**config.mk**
```make
export PLATFORM = sky130hd
export DESIGN_NAME = mabc_ram
export DESIGN_NICKNAME = d
export VERILOG_FILES = /design/src/sv/mabc_ram.sv
export SDC_FILE = /design/constraint.sdc
export NUM_CORES = 2
export LEC_CHECK = 0
export BUFFER_PORTS_ARGS = -buffer_cell sky130_fd_sc_hd__buf_4
export CAP_MARGIN = 0
export CORE_MARGIN = 1.5
export CORE_UTILIZATION = 55
export CTS_CLUSTER_SIZE = 24
export DETAILED_ROUTE_END_ITERATION = 16
export GPL_TIMING_DRIVEN = 0
export PLACE_DENSITY = 0.78
export SYNTH_ARGS = -nofsm -noshare
export SYNTH_HDL_FRONTEND = slang
export SYNTH_SLANG_ARGS = --single-unit
```
**constraint.sdc**
```tcl
create_clock -name clk_i -period 6.2 [get_ports clk_i]
set_input_delay 0.62 -clock clk_i [delete_from_list [all_inputs] [get_ports clk_i]]
set_output_delay 0.62 -clock clk_i [all_outputs]
set_load 0.02 [all_outputs]
```
**src/sv/mabc_ram.sv**
```systemverilog
// Generic single-port synchronous RAM with a registered read.
// No dependencies.
`default_nettype none
module mabc_ram #(
  parameter int unsigned Width = 8,
  parameter int unsigned Depth = 256
) (
  input  wire logic                     clk_i,
  input  wire logic                     en_i,
  input  wire logic                     we_i,
  input  wire logic [$clog2(Depth)-1:0] addr_i,
  input  wire logic [Width-1:0]         wdata_i,
  output logic      [Width-1:0]         rdata_o
);
  logic [Width-1:0] mem [Depth];

  always_ff @(posedge clk_i) begin
    if (en_i) begin
      if (we_i) begin
        mem[addr_i] <= wdata_i;
      end
      rdata_o <= mem[addr_i];
    end
  end
endmodule
`default_nettype wire

```
Word-level counts from Yosys, hierarchy flattened
Memory sizes are Yosys's and may differ from the RTL's. A register that Yosys moved wholly into a read port is not among the register bits. Cells that the tools add are included.

Input port bits: 19. Bits in latches: 0. Memory bits (writable): 2048. Memories kept: 1. ROM bits: 0. Logic and storage cells: 4. Bits in registers: 0.

Memory list: mem (depth 256, bits a word 8, read ports 1, clocked after memory_dff 1, wr ports 1, RTL line 15) `logic [Width-1:0] mem [Depth];`.

$mul: 0. Bitwise logic cells: 0. Equality and inequality tests: 0. Reduce and logical (&&, ||, !) cells: 0. Order comparisons: 0. Mux-type cells: 3. Add/sub/neg operators: 0. Shifts and indexed selects: 0. Div/mod/pow operators: 0.

Operators by type and width (count): $mux 1 (3).

Logic depth before layout (Yosys ltp)
Depth in word-level cells: 3. Gate-level depth with buffers: 9. Gate-level depth less buffers: 5.

Worst setup path after synthesis
OpenSTA, ideal clock, no wires.

Path kind: input-to-reg. Start: input addr_i[0]. End: memory mem[105][0] (enable). Setup slack: 3.320 ns. Data arrival time: 2.510 ns. Stages: 8. Buffers on the path: 5. Setup time: 0.370 ns. Cell sequence: clkbuf_1 -> buf_4 -> buf_4 -> buf_2 -> nor3b_1 -> nand2_1 -> clkbuf_1 -> nor2_1.

RTL lines: start, declared (RTL line 11) `input wire logic [$clog2(Depth)-1:0] addr_i,`; end, declared (RTL line 15).

No word-level cell before the write port.

Worst setup path in the final report
Start: input addr_i[3]. End: memory mem[123][1] (enable).

No word-level cell before the write port.

==> results.cfg <==
[die]
placeableCoreArea_sq_um = 141000
io_pins = 27
die_area_sq_um = 145000
die_y_microns = 380
dieWidth_microns = 380
rows = 138
start_util_pct = 55.4

[finish]
fillers = 9126
design_area_sq_um = 87400
area_growth_pct = 11.5
multi_input_area_sq_um = 15600
final_cell_mix = edfxtp_1 (2,056), mux4_2 (512), nor2_1 (259), a22oi_1 (256), clkbuf_16 (196)
layout_commonest_cell = edfxtp_1
final-seq-area_sq_um = 61700
drive_gt1_share_pct = 22.6
nNetsFinal = 3771

[clock_network]
clock_path_buffers = 3
ctsHoldBuffers = 0
clk_pin_slew_ns = 0.06
cts_inserted_buffers = 192
htree_levels = 4
cts_resized = 0
root_buffer = clkbuf_16
cts.sink_count = 2056
cts_setup_buffers = 0
insertion_delay_ns = 0.82
cts_tree = built

[detailed_routing]
met1_length_microns = 71100
wl_microns = 207000
wl_met3_microns = 29300
via_count = 39963
ant_nets = 0
wl_met2_microns = 94200
routedWlPerCell_microns = 35.5
drc = 0
vias_per_cell = 6.86
routed.top_layer = met5
firstDrtPassIters = 8
drtIter0Drc = 6428

[sta]
fin_setup_tns_ns = 0
finClkSkew_ns = 0.0174
finalCritPeriodShare_pct = 84.9
fmax_ghz = 0.190
hold_violations = 0
relSlewSlack_pct = -4.06
rsz0062_at_grt = false
hold_ws_ns = 0.164
slew_violations = 11
min_period_ns = 5.26
setup_viol = 0
worstMarginPinSlew_ns = 1.56
setup_slack_ns = 0.936

[setup_path]
start_kind = input pin
slowest_stage = clkbuf_1
crit_path_max_incr_delay_ns = 1.19
cp.required_ns = 6.64
setup.worst_path.class = in -> reg
cp_common_cell = clkbuf_1
crit_arrival_ns = 5.70
path_max_fanout = 12
path_cells = buf_4 -> nor2b_1 -> clkbuf_1 -> clkbuf_1 -> buf_1 -> nand2_1 -> clkbuf_2 -> nor2_1
end_kind = flip-flop

[pwr]
p_leak_uw = 0.0263
vdd_drop_max_uv = 311
p_per_area_nw_per_um2 = 322

[outcome]
status = complete, but fails checks
violations = max-capacitance violations, max-slew violations

[global_route]
antenna_found_initial = 12
grt_max_degree = 167
grt_use_total_pct = 28.7
grt_overflow = 0
grt_pass1_wl_microns = 289000
grt_pass1_vias = 39301

[logic_synthesis]
ys_types = 21
yosysWarnings = 0
ys_seq_elements = 2056
syn_inst = 3525
synthesis.area_sq_um = 78400
ys_seq_area_share_pct = 78.8
postSynthAreaPerCell_sq_um = 22.2
syn-num-nets = 3544

[job]
drv_cap = 1

[placed_design]
hpwl_microns = 125000
postPlaceCellArea_sq_um = 81200
preCtsSetupSlack_ns = 0.366
globalplace.congestion = 1.01
portBuffers = 24

[worst_hold_path]
hp-class = in -> reg
[synth_stat cells (all sizes together)]
| cell | n | area (sq um) |
|---|---|---|
| a21oi | 128 | 641 |
| a22oi | 256 | 1920 |
| and2 | 2 | 12.5 |
| and4 | 1 | 8.76 |
| buf | 82 | 462 |
| clkbuf | 143 | 537 |
| edfxtp | 2056 | 61700 |
| mux4 | 512 | 11500 |
| nand2 | 30 | 113 |
| nand2b | 2 | 12.5 |
| nand3 | 4 | 20.0 |
| nand4 | 8 | 50.1 |
| nor2 | 259 | 972 |
| nor2b | 6 | 37.5 |
| nor3 | 1 | 5.00 |
| nor3b | 2 | 15.0 |
| o41ai | 32 | 280 |
| or2 | 1 | 6.26 |
[where the power goes]
part	internal (uW)	switching, uW
registers	15300	5.57
clock network	6380	5110
logic	436	916
[sequential cells by signal, summed over array words and instances, names as in the netlist]
register,count
rdata_o,8
mem,2048
[cell families (layout without fill, tap and decap cells)]
kind of cell	Yosys count	count (layout)	synth area share (%)
AOI/OAI and AO/OA	416	416	3.63
other	0	20	0
DFF	2056	2056	78.8
muxes	512	512	14.7
and+or+nand+nor	316	316	1.60
buffers and inverters	225	613	1.27
[cell type report]
class | count | area share (%)
clock buffer | 235 | 5.78
clock inverter | 120 | 1.16
sequential | 2056 | 70.7
multi-input combinational | 1244 | 17.9
antenna | 20 | 0.0573
timing repair buffer | 33 | 0.559
tap | 1890 | 2.71
buffer | 225 | 1.17
[routing by layer]
layer  global-route usage [%]  vias to the layer above
met5                    0.298                        -
met4                     15.6                       16
met3                     10.0                      565
met2                     42.0                     3234
met1                     37.9                    20658
li1                         -                    15490
[path summary, 6_finish.rpt]
kind | startpoint | endpoint | slack (ns) | cells past startpoint
worst max-delay path | addr_i[3] | mem[123][1] | 0.94 | 8
worst min-delay path | wdata_i[1] | mem[196][1] | 0.16 | 1
worst max register to register | mem[175][5] | rdata_o[5] | 2.83 | 5
worst min register to register | mem[242][2] | rdata_o[2] | 1.37 | 5
[worst max-delay path, delay by kind of cell]
family / cells / cell delay (ns)
buffers and inverters: 5 / 3.09
AND/OR/NAND/NOR: 3 / 1.93
[through the flow]
stage	utilization [%]	instances	power, uW
floorplan	-	3525	16300
global placement	57.2	5439	16900
detailed placement	57.4	5448	16900
CTS	61.7	5803	28100
global route	61.7	5803	28700
finish	61.8	5823	28200
Power figures use the tool's default switching activity.
