## config.mk

```make
export PLATFORM = sky130hd
export DESIGN_NAME = mabc_div
export DESIGN_NICKNAME = d
export VERILOG_FILES = /design/src/sv/mabc_div.sv
export SDC_FILE = /design/constraint.sdc
export NUM_CORES = 1
export LEC_CHECK = 0
export BUFFER_PORTS_ARGS = -buffer_cell sky130_fd_sc_hd__buf_4
export CAP_MARGIN = 20
export CORE_AREA = 2 2 257 259
export CTS_BUF_LIST = sky130_fd_sc_hd__clkbuf_16
export DETAILED_ROUTE_END_ITERATION = 16
export DIE_AREA = 0 0 259 261
export GPL_TIMING_DRIVEN = 0
export PLACE_DENSITY = 0.76
export SYNTH_ARGS = -nofsm -noshare
export SYNTH_HDL_FRONTEND = slang
export SYNTH_SLANG_ARGS = --single-unit
```

## constraint.sdc

```tcl
create_clock -name clk_i -period 3.4 [get_ports clk_i]
set_input_delay 0.34 -clock clk_i [delete_from_list [all_inputs] [get_ports clk_i]]
set_output_delay 0.34 -clock clk_i [all_outputs]
set_load 0.1 [all_outputs]
```

## src/sv/mabc_div.sv

```systemverilog
// Pipelined restoring divider, one quotient bit per stage, one item per cycle while en_i is high.
// Denominator must stay stable while items are in flight. Depends on nothing.
`default_nettype none
module mabc_div #(
  parameter int unsigned NumW = 22,
  parameter int unsigned DenW = 13
) (
  input  wire logic            clk_i,
  input  wire logic            en_i,
  input  wire logic [NumW-1:0] num_i,
  input  wire logic [DenW-1:0] den_i,
  output logic      [NumW-1:0] quo_o
);
  logic [DenW-1:0] rem_q [NumW];
  logic [NumW-1:0] num_q [NumW];
  logic [NumW-1:0] quo_q [NumW];

  for (genvar k = 0; k < NumW; k++) begin : g_step
    logic [DenW-1:0] rem_s;
    logic [NumW-1:0] num_s;
    logic [NumW-1:0] quo_s;
    logic [DenW:0]   trial;
    logic            ge;

    if (k == 0) begin : g_first
      assign rem_s = '0;
      assign num_s = num_i;
      assign quo_s = '0;
    end else begin : g_next
      assign rem_s = rem_q[k-1];
      assign num_s = num_q[k-1];
      assign quo_s = quo_q[k-1];
    end

    assign trial = {rem_s, num_s[NumW-1]};
    assign ge    = trial >= {1'b0, den_i};

    always_ff @(posedge clk_i) begin
      if (en_i) begin
        rem_q[k] <= ge ? DenW'(trial - {1'b0, den_i}) : trial[DenW-1:0];
        num_q[k] <= num_s << 1;
        quo_q[k] <= {quo_s[NumW-2:0], ge};
      end
    end
  end

  assign quo_o = quo_q[NumW-1];
endmodule
`default_nettype wire

```

# Word level (Yosys, flattened, before mapping)
# Memories as Yosys holds them, arrays and structs flattened.
# Index checks and enable logic that the tools add are counted.
[totals]
regBits = 0
mem_bits_rw = 1232
input_bits = 37
output_inout_bits = 22
word_cells = 71
mem_count = 3
[classes]
add_sub_neg = 22
order_cmp = 22
mux = 24
[mem_list]
columns = ["name", "words", "word_bits", "rd", "rd_ports_with_merged_regs", "wr", "line", "rtl"]
rows = [
  ["quo_q", 22, 22, 22, 0, 22, "16", "logic [NumW-1:0] quo_q [NumW];"],
  ["num_q", 22, 21, 21, 0, 22, "15", "logic [NumW-1:0] num_q [NumW];"],
  ["rem_q", 22, 13, 21, 0, 22, "14", "logic [DenW-1:0] rem_q [NumW];"],
]
[ops]
columns = ["operator", "n"]
rows = [
  ["$ge A14 B13 Y1", 21],
  ["$mux W13", 22],
  ["$sub A13 B13 Y13", 21],
  ["$ge A1 B13 Y1", 1],
  ["$sub A1 B13 Y13", 1],
  ["$mux W1", 2],
]

# Depth between registers and ports, before layout
# Gate-level depths: netlist (run 1).
# An unclocked memory read counts as a cell.
[depth]
word_depth = 3
mapped_depth = 11
ltp_nobuf = 10

# Least setup slack after synthesis (run 1)
# OpenSTA, ideal clock, no wires.
[synth_path]
path_type = "input port to flip-flop"
from = "input den_i[2]"
to = "memory rem_q[20][5], in the netlist rem_q[2][57], data pin"
setup_ns = 0.260
arrival_ns = 2.883
required_ns = 3.140
slack_ns = 0.257
path_stages = 10
cell_sequence = "inv_1 > ha_1 > nor2b_1 > o21ai_1 > a21oi_1 > a211oi_2 > o211ai_1 > a311oi_4 > buf_6 > mux2_2"
[synth_rtl]
columns = ["element", "line", "rtl"]
rows = [
  ["start: declaration", "11", "input wire logic [DenW-1:0] den_i,"],
  ["end: declaration", "14", ""],
]

==> results of run 1 <==
==> flip-flops by register name, summed over array words and instances, names as in the netlist <==
register	count
rem_q	273
quo_q	253
num_q	231
==> cells by family (layout without fill, tap and decap cells) <==
logic type,Yosys count,count (layout),synth area share
mux,254,254,0.07271
flops,757,757,0.5913
fa+ha+maj,295,295,0.09992
simple gates,538,538,0.07225
compound gates,569,569,0.1050
xor+xnor,180,180,0.04101
buf+inv,156,414,0.01780
==> placed cells by master, fill, tap and decap left out, types with 21 or more instances in the layout <==
cell,count
sky130_fd_sc_hd__buf_4,77
sky130_fd_sc_hd__mux2i_1,52
sky130_fd_sc_hd__xnor2_1,105
sky130_fd_sc_hd__edfxtp_1,757
sky130_fd_sc_hd__nand2b_1,28
sky130_fd_sc_hd__nand4_1,41
sky130_fd_sc_hd__ha_1,275
sky130_fd_sc_hd__inv_1,125
sky130_fd_sc_hd__nand2_1,113
sky130_fd_sc_hd__o21a_1,51
sky130_fd_sc_hd__a21oi_1,126
sky130_fd_sc_hd__mux2_2,184
sky130_fd_sc_hd__clkbuf_16,81
sky130_fd_sc_hd__nor2_1,117
sky130_fd_sc_hd__o21ai_0,103
sky130_fd_sc_hd__dlygate4sd3_1,21
sky130_fd_sc_hd__nand3_1,42
sky130_fd_sc_hd__a21o_1,79
sky130_fd_sc_hd__xor2_1,75
sky130_fd_sc_hd__nor2b_1,47
sky130_fd_sc_hd__nor3_1,70
==> worst max path at each step <==
stage,startpoint,end,slack [ps],depth (start not counted)
2_1_floorplan,den_i[2],rem_q[2][57]$_DFFE_PP_,260,10
3_3_place_gp,en_i,quo_q[2][91]$_DFFE_PP_,-4090,1
3_5_place_dp,den_i[1],rem_q[0][24]$_DFFE_PP_,-910,11
4_1_cts,num_q[1][104]$_DFFE_PP_,rem_q[1][72]$_DFFE_PP_,20,11
5_1_grt,num_q[2][83]$_DFFE_PP_,rem_q[2][59]$_DFFE_PP_,6,11
6_report,den_i[8],rem_q[2][25]$_DFFE_PP_,160,10
==> through the flow <==
step | cell area (µm²) | TNS, ps
after floorplan | 38440 | 0
after global placement | 39960 | -3193930
after detailed placement | 40370 | -95930
after CTS | 43310 | 0
after global routing | 43430 | 0
final | 43430 | 0
==> area by class of cell <==
type	instances	area (µm²)	area share
Multi-Input combinational cell	1836	15070	0.3471
Inverter	119	456.7	0.01052
Tap cell	864	1081	0.02489
Clock inverter	69	646.9	0.01490
Sequential cell	757	22730	0.5235
Clock buffer	81	2027	0.04668
Timing Repair Buffer	108	1172	0.02700
Buffer	37	237.7	0.005474
==> report_power, final <==
part	switching [W]	internal, W
combinational	0.00839	0.00767
clock	0.00368	0.00495
sequential	0.00103	0.0133
==> routing by layer <==
metal,part of all wire,vias up,routed length [µm]
li1,-,11040,-
met1,0.43,11220,32200
met2,0.50,592,37670
met3,0.044,165,3348
met4,0.032,0,2415
met5,0,-,0
==> timing repair <==
item,CTS,global route
resized for setup,3,9
pin swaps,0,6
endpoints found under the setup margin,23,49
hold buffers,21,0
endpoints found under the hold margin,21,0
buffers inserted,4,10
==> critical path, cell delays in order <==
cell,delay [ps]
sky130_fd_sc_hd__buf_4,120
sky130_fd_sc_hd__inv_2,620
sky130_fd_sc_hd__ha_1,350
sky130_fd_sc_hd__clkbuf_1,200
sky130_fd_sc_hd__a21o_1,210
sky130_fd_sc_hd__a31o_2,240
sky130_fd_sc_hd__a221oi_2,620
sky130_fd_sc_hd__clkbuf_1,500
sky130_fd_sc_hd__inv_1,130
sky130_fd_sc_hd__a31o_2,250
==> results.cfg, run 1 <==
[hold_path]
holdPathEnd = rem_q[0][0]$_DFFE_PP_
worst_hold_startpoint = num_i[21]
timing.hold.worst.class = in2reg
min_path_cells = 3

[cts]
numCtsBuffers = 81
cts.htree.levels = 3
worstSkewPairLatency_ps = 650
cts_sinks = 757
tritoncts_clock_tree = done
root_buffer = sky130_fd_sc_hd__clkbuf_16
max-clock-path-buffers = 3
clk_pin_slew_ps = 60

[timing]
finalHoldWorstSlack_ps = 76.61
setup-violations-final = 0
slew_headroom = 0.4251
post-route-period-util = 0.9537
finalHoldViolCount = 0
timing.final.max_slew_violations = 0
max_slew.worst_pin.slew_ps = 861.1
layout_min_cycle_time_ps = 3243
layout_setup_ws_ps = 157.4
rsz0062_at_grt = false
achievable-frequency_mhz = 308.4
finClkSkew_ps = 32.79

[logic_synthesis]
syn_area_per_cell_um2 = 13.98
post-synth-top-area-fraction = 0.5913
synthDominantAreaCellType = sky130_fd_sc_hd__edfxtp_1
syn_area_um2 = 38440
synth_ff_type = sky130_fd_sc_hd__edfxtp_1
list_of_most_frequent_post_synthesis_cells = sky130_fd_sc_hd__edfxtp_1 (757), sky130_fd_sc_hd__ha_1 (275), sky130_fd_sc_hd__mux2_2 (184)
synth-seq-area-share = 0.5913
synth_net_count = 3081
synth_warnings = 0
synth.most_common_cell = sky130_fd_sc_hd__edfxtp_1
yosys.cell_types.count = 81
ys_top_cells_by_area = sky130_fd_sc_hd__edfxtp_1 (59%), sky130_fd_sc_hd__ha_1 (9.0%), sky130_fd_sc_hd__mux2_2 (5.4%)
synth-edff-count = 757
proportion_of_synthesized_flip_flops_having_asynchronous_set_or_reset = 0
syn-instance-count = 2749
ys_seq_elements = 757

[global_routing]
gr_layer_usage_met1 = 0.2870
grtUsageMet2 = 0.3913
grt_antenna_before_repair = 0
global_route.usage.met3 = 0.03233
global_route_congestion_overflow_total = 0
most_heavily_used_metal_layer_in_global_routing = met2
grt_usage = 0.2251
largest_net_degree_at_the_start_of_global_routing = 143
via_count_of_the_first_global_routing_pass = 23260
grt_pass1_wl_mm = 120.4

[setup_path]
worst_setup_path_end_kind = flop
worstReg2RegEnd = rem_q[2][25]$_DFFE_PP_
critical_path.startpoint_type = input pin
rr_startpoint = num_q[2][20]$_DFFE_PP_
crit_fanout = 21
setup.worst_path.class = in2reg
cp.required_ps = 3760
cp_data_arrival_time_ps = 3610
reg2reg_slack_ps = 160
ff2ff_path_depth = 10

[floorplanning]
start_util = 0.5911
floorplan.core_area_um2 = 65040
rows = 94
die_height_um = 261
die-area_um2 = 67600
number_of_top_level_pins = 59
chipWidth_um = 259

[detailed_routing]
detail_route.drc_violations = 0
detail-route-antenna-nets = 0
dr_wl_cell_um = 19.54
avgViaCountPerCell = 5.946
drt_first_pass_iters = 6
finalWirelength_mm = 75.63
routed_via_count = 23020
dr.first_iter.drc_count = 1778

[placement]
placement.io_buffers = 58
place.gp.congestion = 0.8783
placement_stage_worst_setup_slack_ps = -910.5
post-dp-hpwl_mm = 49.64
place_inst = 3686

[final_layout]
drive_gt1_frac = 0.1573
final-instance-count-excl-fill = 3871
area.growth.synth_to_final_pct = 12.96
num-nets-final = 3272
layout.filler_cells = 4514
postLayoutCoreUtil = 0.6677
num_antenna_cells = 0

[flow_run]
max-cap-violations = 0

[power]
vdd_ir_drop_max_mv = 0.4972
powerDensity_nw_per_um2 = 899.1
leakage_nw = 16.55
fin_total_pwr_w = 0.03904

[outcome]
run_status = finished clean
(Power assumes the default switching activity.)
==> run 2: changes to the inputs <==
- CORE_AREA: 2 2 257 259 -> 2 2 335 337
- DIE_AREA: 0 0 259 261 -> 0 0 337 339
- PLACE_DENSITY: 0.76 -> default
==> results.cfg, run 2 (synthesized netlist as in run 1, its figures left out) <==
[timing]
achievable-frequency_mhz = 303.9
rsz0062_at_grt = false
finalHoldViolCount = 0
max_slew.worst_pin.slew_ps = 902.7
setup-violations-final = 0
layout_min_cycle_time_ps = 3291
timing.final.max_slew_violations = 0
slew_headroom = 0.3973
finalHoldWorstSlack_ps = 71.85
finClkSkew_ps = 27.50
post-route-period-util = 0.9679

[detailed_routing]
wirelength_met1_mm = 34.29
routed_via_count = 22440
dr_wl_cell_um = 16.93
finalWirelength_mm = 76.03
met3RoutedLength_mm = 2.870
detail-route-antenna-nets = 0
drt_first_pass_iters = 5
avgViaCountPerCell = 4.996
detail_route.drc_violations = 0
routed-wl-met2_mm = 36.39
dr.first_iter.drc_count = 1309
dr.max_layer_used = met4

[floorplanning]
number_of_top_level_pins = 59
start_util = 0.3483
floorplan.core_area_um2 = 110400
rows = 122
die_height_um = 339
chipWidth_um = 337
die-area_um2 = 114200

[cts]
tritoncts_clock_tree = done
max-clock-path-buffers = 3
root_buffer = sky130_fd_sc_hd__clkbuf_16
cts.htree.levels = 3
numCtsBuffers = 88
clk_pin_slew_ps = 60
cts_sinks = 757
worstSkewPairLatency_ps = 660

[final_layout]
area.sequential_um2 = 22730
drive_gt1_frac = 0.1575
layout.cells.most_common = sky130_fd_sc_hd__edfxtp_1
area.growth.synth_to_final_pct = 15.03
num_antenna_cells = 0
postLayoutCoreUtil = 0.4007
layout.filler_cells = 10290
mostFrequentLayoutCells = sky130_fd_sc_hd__edfxtp_1 (757), sky130_fd_sc_hd__ha_1 (275), sky130_fd_sc_hd__mux2_2 (184)
flip_flop_count_of_the_largest_register_after_layout = 273
register_with_the_most_flip_flops = rem_q
largestRegisters = rem_q: 273 flops, quo_q: 253 flops, num_q: 231 flops
num-nets-final = 3266
multi_input_comb_area_um2 = 15080

[global_routing]
global_route_congestion_overflow_total = 0
grt_pass1_wl_mm = 120.9
grt_antenna_before_repair = 0
via_count_of_the_first_global_routing_pass = 22430
largest_net_degree_at_the_start_of_global_routing = 122
grt_usage = 0.1331

[setup_path]
setup.worst_path.class = in2reg
cp.required_ps = 3810
worst_setup_path_end_kind = flop
reg2reg_slack_ps = 170
critical_path.startpoint_type = input pin
crit_fanout = 21
cp_data_arrival_time_ps = 3700

[placement]
place.gp.congestion = 0.8342
placement.io_buffers = 58
post-dp-hpwl_mm = 48.49

[hold_path]
timing.hold.worst.class = in2reg

[power]
powerDensity_nw_per_um2 = 892.3
leakage_nw = 16.56
fin_total_pwr_w = 0.03946
vdd_ir_drop_max_mv = 0.3808

[flow_run]
max-cap-violations = 0

[outcome]
run_status = finished clean
-- run 2: through the flow --
step | cell area (µm²) | std cells | setup WS (ps) | setup TNS (ps)
2_1_floorplan | 38440 | 2749 | 256.9 | 0
3_3_place_gp | 40740 | 4295 | -4712 | -3744250
3_5_place_dp | 40980 | 4304 | -817.4 | -119390
4_1_cts | 44130 | 4486 | 17.83 | 0
5_1_grt | 44220 | 4492 | 6.288 | 0
6_report | 44220 | 4492 | 109.2 | 0
-- run 2: path summary, 6_finish.rpt --
kind                            from                         to  depth (start not counted)
min                         den_i[5]  rem_q[0][7]$_SDFFCE_PN0P_                          3
max                         den_i[7]     rem_q[2][37]$_DFFE_PP_                         11
min reg2reg   quo_q[0][89]$_DFFE_PP_    quo_q[0][112]$_DFFE_PP_                          0
max reg2reg  num_q[1][167]$_DFFE_PP_     rem_q[2][10]$_DFFE_PP_                         11
-- run 2: layout make-up --
class                           instances  area share
Multi-Input combinational cell       1836      0.3410
Clock inverter                         72     0.01604
Timing Repair Buffer                   95     0.02136
Inverter                              119     0.01021
Sequential cell                       757      0.5140
Clock buffer                           88     0.04980
Tap cell                             1488     0.04210
Buffer                                 37    0.005432
-- run 2: report_power, final --
group	switching, W	internal (W)	total [W]	leakage, nW
logic	0.00808	0.00759	0.0157	7.71
clock network	0.00390	0.00558	0.00948	1.48
registers	0.000994	0.0133	0.0143	7.38
-- run 2: critical path, stage by stage --
cell and delay (ps):
sky130_fd_sc_hd__buf_4 120, sky130_fd_sc_hd__inv_2 630, sky130_fd_sc_hd__ha_1 400, sky130_fd_sc_hd__a21o_1 180, sky130_fd_sc_hd__a21o_1 180, sky130_fd_sc_hd__a21oi_1 270, sky130_fd_sc_hd__o21a_1 190, sky130_fd_sc_hd__o211ai_1 130
sky130_fd_sc_hd__a311oi_2 630, sky130_fd_sc_hd__buf_6 250, sky130_fd_sc_hd__mux2_2 350
-- run 2: routing by layer --
metal  track usage  up-vias
met1        0.1722    10840
li1              -    11060
met5             0        -
met3       0.02471      150
met4       0.04948        0
met2        0.2211      391
-- run 2: repair_timing --
item / 4_1_cts / 5_1_grt
hold buffers: 22 / 0
endpoints found under the setup margin: 15 / 60
gates resized for setup: 3 / 9
pin swaps: 0 / 6
setup buffers: 0 / 6
hold endpoints to repair: 22 / 0
